<file path="config.mk">
export PLATFORM = sky130hd
export DESIGN_NAME = swe_cell
export DESIGN_NICKNAME = d
export VERILOG_FILES = /design/src/hw/rtl/sliding_window_extremum_macros.svh /design/src/hw/rtl/swe_pkg.sv /design/src/hw/rtl/swe_cell.sv
export SDC_FILE = /design/constraint.sdc
export NUM_CORES = 1
export LEC_CHECK = 0
export BUFFER_PORTS_ARGS = -buffer_cell sky130_fd_sc_hd__buf_2
export CAP_MARGIN = 20
export CORE_ASPECT_RATIO = 0.5
export CORE_MARGIN = 3
export CORE_UTILIZATION = 35
export DETAILED_ROUTE_END_ITERATION = 12
export MAX_ROUTING_LAYER = met4
export PLACE_DENSITY = 0.66
export SETUP_SLACK_MARGIN = 0.5
export SLEW_MARGIN = 20
export SYNTH_ARGS = -nofsm -noshare
export SYNTH_HDL_FRONTEND = slang
export SYNTH_SLANG_ARGS = --single-unit
export TNS_END_PERCENT = 30
</file>
<file path="constraint.sdc">
create_clock -name aclk -period 9.2 [get_ports aclk]
set_clock_uncertainty 0.2 [all_clocks]
set_input_delay 1.38 -clock aclk [delete_from_list [all_inputs] [get_ports aclk]]
set_output_delay 1.38 -clock aclk [all_outputs]
set_load 0.03 [all_outputs]
</file>
<file path="src/hw/rtl/sliding_window_extremum_macros.svh">
// ----------------------------------------------------------------------------
// sliding window extremum assertion macros
// concurrent checks that compile away when NO_ASSERTIONS is set
// ----------------------------------------------------------------------------
`ifndef SLIDING_WINDOW_EXTREMUM_MACROS_SVH
`define SLIDING_WINDOW_EXTREMUM_MACROS_SVH

`ifndef NO_ASSERTIONS

`define SWE_ASSERT(lbl, clk, rst_n, expr, msg) \
    lbl: assert property (@(posedge clk) disable iff (!rst_n) (expr)) else $error(msg);

`define SWE_ASSERT_IMP(lbl, clk, rst_n, ante, cons, msg) \
    lbl: assert property (@(posedge clk) disable iff (!rst_n) (ante) |-> (cons)) \
        else $error(msg);

`define SWE_ASSERT_NXT(lbl, clk, rst_n, ante, cons, msg) \
    lbl: assert property (@(posedge clk) disable iff (!rst_n) (ante) |=> (cons)) \
        else $error(msg);

`else

`define SWE_ASSERT(lbl, clk, rst_n, expr, msg)
`define SWE_ASSERT_IMP(lbl, clk, rst_n, ante, cons, msg)
`define SWE_ASSERT_NXT(lbl, clk, rst_n, ante, cons, msg)

`endif

`endif

</file>
<file path="src/hw/rtl/swe_pkg.sv">
// ----------------------------------------------------------------------------
// swe_pkg
// shared constants and cell control type of the sliding window extremum
// ----------------------------------------------------------------------------
package swe_pkg;

    localparam int WS_W      = 7;
    localparam int POS_W     = 32;
    localparam int CFG_IDX_W = 1;

    localparam logic [CFG_IDX_W-1:0] REG_WINDOW_SIZE  = 1'd0;
    localparam logic [CFG_IDX_W-1:0] REG_EXTREME_MODE = 1'd1;

    localparam logic [WS_W-1:0] WS_RESET = 7'd3;

    localparam logic MODE_MAX = 1'b0;
    localparam logic MODE_MIN = 1'b1;

    typedef struct packed {
        logic step;
        logic shift;
        logic clear;
        logic mode;
    } swe_ctrl_t;

endpackage

</file>
<file path="src/hw/rtl/swe_cell.sv">
// ----------------------------------------------------------------------------
// swe_cell
// one deque entry: holds value and position, checks dominance against the
// incoming sample and shifts toward the front with its neighbors
// ----------------------------------------------------------------------------
module swe_cell #(
    parameter int SAMPLE_WIDTH = 32
) (
    input  logic                             aclk,
    input  logic                             aresetn,
    input  swe_pkg::swe_ctrl_t               ctrl,
    input  logic signed [SAMPLE_WIDTH-1:0]   in_sample,
    input  logic [swe_pkg::POS_W-1:0]        in_pos,
    input  logic                             left_keep,
    input  logic                             right_keep,
    input  logic signed [SAMPLE_WIDTH-1:0]   right_value,
    input  logic [swe_pkg::POS_W-1:0]        right_pos,
    output logic                             keep,
    output logic                             valid,
    output logic signed [SAMPLE_WIDTH-1:0]   value,
    output logic [swe_pkg::POS_W-1:0]        pos
);
    import swe_pkg::*;

    logic                           valid_reg, valid_next;
    logic signed [SAMPLE_WIDTH-1:0] value_reg, value_next;
    logic [POS_W-1:0]               pos_reg, pos_next;
    logic                           dom;

    assign dom  = (ctrl.mode == MODE_MIN) ? (value_reg >= in_sample)
                                          : (value_reg <= in_sample);
    // entry survives if it or anything behind it is not dominated
    assign keep = valid_reg & (~dom | right_keep);

    always_comb begin
        valid_next = valid_reg;
        value_next = value_reg;
        pos_next   = pos_reg;
        if (ctrl.clear) begin
            valid_next = 1'b0;
        end else if (ctrl.step) begin
            if (ctrl.shift) begin
                if (right_keep) begin
                    valid_next = 1'b1;
                    value_next = right_value;
                    pos_next   = right_pos;
                end else if (keep) begin
                    valid_next = 1'b1;
                    value_next = in_sample;
                    pos_next   = in_pos;
                end else begin
                    valid_next = 1'b0;
                end
            end else begin
                if (keep) begin
                    valid_next = 1'b1;
                end else if (left_keep) begin
                    valid_next = 1'b1;
                    value_next = in_sample;
                    pos_next   = in_pos;
                end else begin
                    valid_next = 1'b0;
                end
            end
        end
    end

    always_ff @(posedge aclk) begin
        if (!aresetn) begin
            valid_reg <= 1'b0;
        end else begin
            valid_reg <= valid_next;
        end
        value_reg <= value_next;
        pos_reg   <= pos_next;
    end

    assign valid = valid_reg;
    assign value = value_reg;
    assign pos   = pos_reg;

endmodule

</file>
==> results.txt, run 1 <==
Main synth FF type -> edfxtp_1
Full die area -> 11700 um^2
Arrival @ worst endpoint -> 3.41 ns
Core area -> 9760 um^2
Post-route insts no fill -> 616
Fin nets -> 644
WS Path Type -> input pin to primary output
Post-synthesis async set-or-reset flop share -> 0%
Startpoint types -> input pin
CTS tree -> yes
Setup TNS -> 0 ns
CTS Sinks -> 65
Status -> completed
H-tree depth -> 3
Post-DRT Antenna Nets -> 0
Final hold violation count -> 0
Hold buffers post-CTS -> 0
GRT overflow -> 0
CP endpoint kind -> primary output
Warnings, synthesis -> 0
DRC viols -> 0
Initial DRC Count -> 90
Worst r2r src -> value[5]$_DFFE_PP_
Final Max Tran Viols -> 0
Slew HR -> 46.5%
Number of diodes -> 0
Wirelength per Cell -> 15.2 um
Power density over the cells -> 163 nW/um^2
Num CTS Buffers -> 9
Clk_lat worst skew -> 0.32 ns
Fin worst setup slack -> 4.21 ns
Setup repair bufs after CTS -> 0
Fillers -> 885
Synth top area share -> 52.9%
Initial core utilization -> 37.2%
Syn Nets -> 435
Initial antenna violation count -> 0
Area of the multi-input gates -> 1560 um^2
Final period util -> 54.2%
Max Cap Viol -> 0
Placed cell count -> 600
Max Fanout on Critical Path -> 4
Synth-to-Final Area Change -> 41.3%
Post-DP HPWL -> 7.50 mm
IO Port Bufs -> 201
Cells after Synth -> 267
Worst min path class -> register to register
Yosys reg bits -> 65
Pre-CTS WS -> 4.15 ns
Reg2Reg Depth -> 10
Die Y -> 78.0 um
Maximum vdd drop -> 0.0997 mV
Leakage power -> 2.38 nW
Drt total wl -> 9.36 mm
Vias in the first global route -> 2933
Worst r2r dst -> pos[5]$_DFFE_PP_
First-pass GRT wire length -> 14.4 mm
CTS Root Cell -> clkbuf_16
Cell taking the most area after synthesis -> edfxtp_1
Synth Cell Area -> 3630 um^2
CP required -> 7.62 ns
F_max -> 0.200 GHz
Gr usage total -> 16.1%
Largest net degree at the start of global routing -> 42
Placer's final routability congestion estimate -> 0.810
RSZ-0062 raised after global routing -> false
Die Wd -> 150 um
R2R setup slack -> 5.67 ns
Post-layout min period -> 4.99 ns
Worst slew pin tran -> 0.800 ns
Sequential share of the synthesized area -> 53.5%
Post-synth EDFFs -> 64
1st-pass router iterations -> 4
Num rows -> 25
Cell count of the worst hold path -> 3
Setup-failing EPs final -> 0
Gates resized, CTS repair -> 0
Detailed-route via count -> 2867
Drt via density -> 4.65
Distinct cells, synth -> 30
Mean Syn Cell Area -> 13.6 um^2
Clock Path Buffers -> 2
Leading cell types by total area after synthesis -> edfxtp_1, mux2_2, ha_1
I/O pins -> 202
Hold path start -> valid$_SDFFE_PP0P_
Clock-pin slew on the worst setup and hold paths -> 0.05 ns
Hold endpoint -> valid$_SDFFE_PP0P_
Fraction of layout cells with a size suffix above 1 -> 59.7%
Reg area -> 1940 um^2
[placed cells by master (no fill, tap or decap), types with 2 or more instances in the layout]
cell       count
a31oi_1        2
nor4_1         3
o21ai_0        4
nand4_1        7
edfxtp_1      64
bufinv_16      2
clkinv_1       2
clkbuf_16      9
buf_2        201
nand2_1       11
mux2_2        64
buf_4          3
clkbuf_1       3
o211ai_1       2
a21oi_1       15
ha_1          32
inv_1         35
nand3_1        4
[Yosys cell counts, drive strengths merged, types with 2 or more instances]
library cell and n:
mux2 64, inv 35, o21ai 4, a21oi 16, a31oi 2, nor4 3
clkbuf 6, ha 32, nor3 2, nand3 4, edfxtp 64, nand4 8
o211ai 2, nand2 12
[report_power, final]
group          internal, mW  switching, mW  leakage, nW
sequential            0.342        0.00461        0.597
combinational        0.0626         0.0721         1.64
clock                 0.236          0.118        0.146
total                 0.641          0.195         2.38
[metal layers]
| layer | wire length, um | global-route usage, % | vias to the layer above |
|---|---|---|---|
| li1 | - | - | 1424 |
| met1 | 3740 | 17.8 | 1362 |
| met2 | 5120 | 29.5 | 69 |
| met3 | 355 | 3.69 | 12 |
| met4 | 140 | 4.38 | 0 |
| met5 | 0 | - | - |
[worst max path at each step]
| stage | to | slack [ns] | start |
|---|---|---|---|
| 2_1_floorplan | pos[0]$_DFFE_PP_ | 0.61 | in_sample[31] |
| 3_3_place_gp | keep | 4.24 | in_sample[7] |
| 3_5_place_dp | keep | 4.15 | in_sample[7] |
| 4_1_cts | keep | 4.15 | in_sample[7] |
| 5_1_grt | keep | 4.00 | in_sample[5] |
| 6_report | keep | 4.21 | in_sample[7] |
[stage by stage]
step	instance area [um^2]	utilization (%)	power, mW	hold WS, ns
6_report	5130	52.6	0.835	0.563
5_1_grt	5130	52.6	0.872	0.611
4_1_cts	5130	52.6	0.849	0.566
3_5_place_dp	4830	49.4	0.489	0.559
3_3_place_gp	4830	49.4	0.486	0.576
2_1_floorplan	3630	-	0.436	0.637
[cell families after synthesis]
| kind of cell | Yosys count | synth area share (%) |
|---|---|---|
| AOI/OAI and AO/OA | 29 | 4.96 |
| xor gates and xnor gates | 1 | 0.241 |
| adders and majority gates | 32 | 11.0 |
| buffers and inverters | 41 | 4.24 |
| DFF | 65 | 53.5 |
| muxes | 64 | 19.8 |
| and+or+nand+nor | 35 | 6.20 |
[critical path, stage by stage]
cell and delay [ns]:
buf_2 0.08, inv_1 0.03, ha_1 0.30, a21oi_1 0.14, o21ai_0 0.11, a221oi_1 0.54, nor3_4 0.09, o31ai_2 0.27
nand4b_4 0.17, nand2_1 0.10, buf_2 0.20
[area by class of cell]
cell class                 count  share of cell area, %
clock inverter                 4                   1.32
clock buffer                  12                   4.61
tap                          135                   3.29
timing repair buffer         204                   20.0
multi-input combinational    161                   30.3
sequential                    65                   37.9
inverter                      35                   2.56
Note: power is estimated with default switching activity, not from simulation.
==> run 2: changes to the inputs <==
ABC_AREA = 1   (was default)
clock period = 4.9 ns   (was 9.2 ns; I/O delays follow)
==> results.txt, run 2 <==
Synth-to-Final Area Change -> 39.5% (was 41.3%)
Most common cell after layout, fill and taps aside -> buf_2 (unchanged)
Gr usage total -> 15.4% (was 16.1%)
Gates resized, CTS repair -> 0 (unchanged)
Fin worst setup slack -> 1.65 ns (was 4.21 ns)
First-pass GRT wire length -> 13.8 mm (was 14.4 mm)
Detailed-route via count -> 2993 (was 2867)
Distinct cells, synth -> 24 (was 30)
Cells after Synth -> 338 (was 267)
Final period util -> 66.3%
Final Max Tran Viols -> 0 (unchanged)
Final core utilization -> 52.0% (was 52.6%)
Die Y -> 78.1 um (was 78.0 um)
Core area -> 9760 um^2 (unchanged)
DRC viols -> 0 (unchanged)
Main synth FF type -> edfxtp_1 (unchanged)
Num rows -> 25 (unchanged)
Setup-failing EPs final -> 0 (unchanged)
Synth top area share -> 52.8% (was 52.9%)
Yosys reg bits -> 65 (unchanged)
IO Port Bufs -> 201 (unchanged)
F_max -> 0.308 GHz
Fraction of layout cells with a size suffix above 1 -> 48.4% (was 59.7%)
H-tree depth -> 3 (unchanged)
Pre-CTS WS -> 1.61 ns (was 4.15 ns)
Full die area -> 11700 um^2 (about the same)
Leading cell types by total area after synthesis -> edfxtp_1, ha_1, mux2_2 (was edfxtp_1, mux2_2, ha_1)
Placer's final routability congestion estimate -> 0.796 (was 0.810)
Worst min path class -> register to register (unchanged)
Commonest non-fill, non-tap cells in the layout -> buf_2, edfxtp_1, inv_1 (was buf_2, mux2_2, edfxtp_1)
Arrival @ worst endpoint -> 2.31 ns (was 3.41 ns)
GRT overflow -> 0 (unchanged)
Drt via density -> 4.40 (was 4.65)
WS Path Type -> input pin to primary output (unchanged)
Clock-pin slew on the worst setup and hold paths -> 0.05 ns (about the same)
Vias in the first global route -> 2935 (was 2933)
Post-DP HPWL -> 7.02 mm (was 7.50 mm)
Hold_ws -> 0.333 ns (was 0.563 ns)
Hold buffers post-CTS -> 0 (unchanged)
Status -> completed (unchanged)
Wirelength per Cell -> 13.2 um (was 15.2 um)
Number of diodes -> 0 (unchanged)
Clock Path Buffers -> 2 (unchanged)
Warnings, synthesis -> 0 (unchanged)
Max Cap Viol -> 0 (unchanged)
Drt total wl -> 8.96 mm (was 9.36 mm)
Fin nets -> 710 (was 644)
Largest net degree at the start of global routing -> 96 (was 42)
Design area -> 5070 um^2 (was 5130 um^2)
Startpoint types -> input pin (unchanged)
Die Wd -> 150 um (about the same)
Setup TNS -> 0 ns (unchanged)
CP endpoint kind -> primary output (unchanged)
CTS tree -> yes (unchanged)
Setup repair bufs after CTS -> 0 (unchanged)
Fillers -> 912 (was 885)
CTS Sinks -> 65 (unchanged)
I/O pins -> 202 (unchanged)
Cell taking the most area after synthesis -> edfxtp_1 (unchanged)
Leakage power -> 2.47 nW (was 2.38 nW)
DP Area -> 4800 um^2 (was 4830 um^2)
Power density over the cells -> 298 nW/um^2 (was 163 nW/um^2)
Num CTS Buffers -> 9 (unchanged)
Sequential share of the synthesized area -> 53.4% (was 53.5%)
Max Fanout on Critical Path -> 3 (was 4)
Worst slew pin tran -> 1.03 ns (was 0.800 ns)
RSZ-0062 raised after global routing -> false (unchanged)
Initial core utilization -> 37.3% (was 37.2%)
Maximum vdd drop -> 0.175 mV (was 0.0997 mV)
Final hold violation count -> 0 (unchanged)
Post-synth top cells -> edfxtp_1, inv_1, a21oi_1 (was edfxtp_1, mux2_2, inv_1)
Slew HR -> 31.1% (was 46.5%)
Post-synth EDFFs -> 64 (unchanged)
Mean Syn Cell Area -> 10.8 um^2 (was 13.6 um^2)
Post-synthesis async set-or-reset flop share -> 0% (unchanged)
CP required -> 3.96 ns (was 7.62 ns)
1st-pass router iterations -> 4 (unchanged)
Syn Nets -> 506 (was 435)
Initial DRC Count -> 116 (was 90)
Synth Cell Area -> 3640 um^2 (was 3630 um^2)
Post-DRT Antenna Nets -> 0 (unchanged)
Most common cell in the synthesized netlist -> edfxtp_1
Initial antenna violation count -> 0 (unchanged)
Clk_lat worst skew -> 0.32 ns (about the same)
Post-layout min period -> 3.25 ns
CTS Root Cell -> clkbuf_16 (unchanged)
-- run 2: cell types whose count changed after synthesis, moves of 2 or more --
cell	delta
a21oi_1	+29
a31oi_1	-2
buf_1	+4
buf_2	+4
clkbuf_1	-4
inv_1	+11
mux2_2	-31
nand2_1	+27
nand2_2	+6
nand4_1	-4
nor2_1	+42
nor2_2	+3
nor4_1	-3
o211ai_1	-2
-- run 2: critical path: stages --
cell and delay [ns]:
buf_2 0.07, inv_1 0.04, ha_1 0.28, nand2_1 0.10
o21ai_0 0.25, a21oi_1 0.09, nand2_2 0.07, nand2_1 0.06
nand2_1 0.06, nand2_1 0.04, nand2_1 0.05, nand2_1 0.07
nand2_2 0.09, nand2_2 0.06, inv_1 0.05, buf_2 0.18
-- run 2: cell type report --
type                    count  area [um^2]  area share, %
clock buffers               9          225           4.44
clock inverters             6         50.0          0.986
inverters                  47          176           3.48
multi-input cells         216         1490           29.4
flip-flops and latches     65         1940           38.3
well taps                 135          169           3.33
repair buffers            203         1020           20.1
-- run 2: cells by family after synthesis --
kind of cell | count (synthesis) | synth area share (%)
compound gates | 51 | 7.60
simple gates | 99 | 11.5
xor+xnor | 1 | 0.241
mux | 33 | 10.2
fa+ha+maj | 32 | 11.0
flops | 65 | 53.4
buf+inv | 57 | 6.02
-- run 2: worst paths after layout --
path	cells past startpoint	start	endpoint	slack (ns)
worst min register to register	2	valid$_SDFFE_PP0P_	valid$_SDFFE_PP0P_	0.33
worst min-delay path	2	valid$_SDFFE_PP0P_	valid$_SDFFE_PP0P_	0.33
worst max register to register	15	value[15]$_DFFE_PP_	pos[17]$_DFFE_PP_	2.07
worst max-delay path	16	in_sample[15]	keep	1.65
-- run 2: report_power, final --
group	leakage [nW]	internal, mW	switching (mW)
sequential	0.596	0.644	0.00856
clock	0.135	0.382	0.221
combinational	1.74	0.109	0.145
total	2.47	1.14	0.375
-- run 2: metal layers --
layer,vias up,share of wire (%),GRT usage [%]
met3,12,4.6,3.52
met4,0,0.96,4.38
met5,-,0,-
li1,1567,-,-
met1,1339,42,18.5
met2,75,52,26.4
-- run 2: metrics by stage --
step | cells | power, mW
global placement | 666 | 0.917
detailed placement | 666 | 0.920
global route | 681 | 1.58
CTS | 681 | 1.53
finish | 681 | 1.51
floorplan | 338 | 0.821
==> run 3: changes to the inputs <==
clock period = 3.3 ns   (was 4.9 ns; I/O delays follow)
==> results.txt, run 3 (same netlist as run 2, synthesis figures left out) <==
Status -> completed (unchanged)
Worst slew pin tran -> 0.831 ns (was 1.03 ns)
Clock power share -> 40.1% (was 40.0%)
Fraction of layout cells with a size suffix above 1 -> 54.9% (was 48.4%)
GRT overflow -> 0 (unchanged)
Maximum vdd drop -> 0.247 mV (was 0.175 mV)
CTS Sinks -> 65 (unchanged)
Hold endpoint -> valid$_SDFFE_PP0P_ (unchanged)
First-pass GRT wire length -> 14.5 mm (was 13.8 mm)
Vias in the first global route -> 3173 (was 2935)
Post-DRT Antenna Nets -> 0 (unchanged)
H-tree depth -> 3 (unchanged)
Design area -> 5500 um^2 (was 5070 um^2)
Worst r2r src -> value[21]$_DFFE_PP_ (was value[15]$_DFFE_PP_)
Setup TNS -> 0 ns (unchanged)
Fin nets -> 729 (was 710)
Commonest non-fill, non-tap cells in the layout -> buf_2, edfxtp_1, inv_1 (unchanged)
DP Area -> 4840 um^2 (was 4800 um^2)
CTS Root Cell -> clkbuf_16 (unchanged)
Max Fanout on Critical Path -> 2 (was 3)
Net switching share of the total power -> 26.0% (was 24.8%)
Worst r2r dst -> valid$_SDFFE_PP0P_ (was pos[17]$_DFFE_PP_)
Drt total wl -> 9.70 mm (was 8.96 mm)
Placer's final routability congestion estimate -> 0.825 (was 0.796)
Reg2Reg Depth -> 20 (was 15)
Clock-pin slew on the worst setup and hold paths -> 0.06 ns (was 0.05 ns)
Largest net degree at the start of global routing -> 73 (was 96)
Hold_ws -> 0.225 ns (was 0.333 ns)
Worst min path class -> input pin to register (was register to register)
Clock Path Buffers -> 2 (unchanged)
Sequential share of power -> 41.4% (was 43.2%)
IO Port Bufs -> 201 (unchanged)
Initial antenna violation count -> 0 (unchanged)
DRC viols -> 0 (unchanged)
Cell count of the worst hold path -> 3 (was 2)
Final hold violation count -> 0 (unchanged)
F_max -> 0.352 GHz
Detailed-route via count -> 3164 (was 2993)
Crit-path slowest cell -> edfxtp_1 (was ha_1)
Startpoint types -> register (was input pin)
Num CTS Buffers -> 9 (unchanged)
CTS tree -> yes (unchanged)
Post-layout min period -> 2.84 ns
Cell mode on critical path -> buf_4 (was nand2_1)
Max incr delay on CP -> 0.43 ns (was 0.28 ns)
Final period util -> 86.0%
Comb power frac -> 18.5% (was 16.8%)
CP endpoint kind -> register (was primary output)
Most common cell after layout, fill and taps aside -> buf_2 (unchanged)
WS Path Type -> register to register (was input pin to primary output)
Placed cell count -> 666 (unchanged)
Crit-path cells -> ha_4 -> nand2_4 -> nor2_4 -> nand4_1 -> nor2_2 -> nand2_1 -> nand2_1 -> nand2_1 -> nand2_1 -> nand2_1 -> nand2_2 -> nand2_4 -> buf_6 -> buf_4 -> buf_4 -> buf_4 -> buf_4 -> buf_4 -> buf_4 -> a21oi_2 (was buf_2 -> inv_1 -> ha_1 -> nand2_1 -> o21ai_0 -> a21oi_1 -> nand2_2 -> nand2_1 -> nand2_1 -> nand2_1 -> nand2_1 -> nand2_1 -> nand2_2 -> nand2_2 -> inv_1 -> buf_2)
Hold buffers post-CTS -> 0 (unchanged)
Wirelength per Cell -> 13.8 um (was 13.2 um)
Post-DP HPWL -> 7.11 mm (was 7.02 mm)
Post-route insts no fill -> 701 (was 681)
I/O pins -> 202 (unchanged)
Leakage power -> 2.59 nW (was 2.47 nW)
Core area -> 9760 um^2 (unchanged)
Initial DRC Count -> 143 (was 116)
Die Wd -> 150 um (unchanged)
Int Power -> 1.74 mW (was 1.14 mW)
Synth-to-Final Area Change -> 51.1% (was 39.5%)
1st-pass router iterations -> 4 (unchanged)
RSZ-0062 raised after global routing -> true (was false)
Setup-failing EPs final -> 0 (unchanged)
Gr usage total -> 16.3% (was 15.4%)
Num rows -> 25 (unchanged)
Full die area -> 11700 um^2 (unchanged)
Max Cap Viol -> 0 (unchanged)
Initial core utilization -> 37.3% (unchanged)
Sw power -> 609 uW (was 375 uW)
Clk_lat worst skew -> 0.33 ns (was 0.32 ns)
Power density over the cells -> 427 nW/um^2 (was 298 nW/um^2)
Hold path start -> aresetn (was valid$_SDFFE_PP0P_)
R2R setup slack -> 0.46 ns (was 2.07 ns)
Arrival @ worst endpoint -> 2.90 ns (was 2.31 ns)
Drt via density -> 4.51 (was 4.40)
Die Y -> 78.1 um (unchanged)
CP required -> 3.36 ns (was 3.96 ns)
Slew HR -> 44.5% (was 31.1%)
Final Max Tran Viols -> 0 (unchanged)
Number of diodes -> 0 (unchanged)
Tot Pwr -> 2.34 mW (was 1.51 mW)
[run 3: worst max-delay path: cells and delay by family (launching register included)]
| kind | cells | cell delay [ns] |
|---|---|---|
| compound gates | 1 | 0.11 |
| fa+ha+maj | 1 | 0.31 |
| flops | 1 | 0.43 |
| buf+inv | 7 | 0.84 |
| simple gates | 11 | 0.87 |
[run 3: how the worst max path moves through the flow]
stage	startpoint	to	slack (ns)	cells past startpoint
after global routing	value[21]$_DFFE_PP_	valid$_SDFFE_PP0P_	0.30	20
after global placement	in_sample[23]	pos[15]$_DFFE_PP_	0.39	16
after detailed placement	in_sample[21]	pos[16]$_DFFE_PP_	0.36	17
after CTS	value[21]$_DFFE_PP_	keep	0.47	14
after floorplan	value[19]$_DFFE_PP_	pos[0]$_DFFE_PP_	0.01	16
final	value[21]$_DFFE_PP_	valid$_SDFFE_PP0P_	0.46	20
[run 3: power groups by stage]
stage,Combinational (mW),Clock (mW),Sequential [mW]
after floorplan,0.173,0,1.05
after global placement,0.382,0,0.985
after detailed placement,0.390,0,0.986
after CTS,0.409,0.963,0.970
after global routing,0.482,1.01,0.974
final,0.434,0.940,0.970
[run 3: per-stage QoR]
stage                     setup WS, ns  util (%)
after detailed placement         0.360      49.6
after global routing             0.300      56.3
final                            0.462      56.3
after global placement           0.388      49.6
after CTS                        0.473      53.9
after floorplan                 0.0134         -
[run 3: metal layers]
metal / vias to the layer above / routed length (um) / track usage (%)
li1: 1610 / - / -
met2: 91 / 5140 / 28.9
met4: 0 / 127 / 4.47
met5: - / 0 / -
met1: 1452 / 3940 / 18.3
met3: 11 / 495 / 4.44
[run 3: final cells by class]
class	count	area, um^2
clock buffers	9	225
clock inverters	7	70.1
fillers	875	4260
inverters	47	176
multi-input cells	216	1670
flip-flops and latches	65	1940
well taps	135	169
repair buffers	222	1240
[run 3: repair_timing]
action,in CTS,in global routing
endpoints found under the setup margin,1,66
endpoints found under the hold margin,0,0
resized for setup,10,17
cloned,0,3
buffers inserted,10,6
pin swaps,9,8
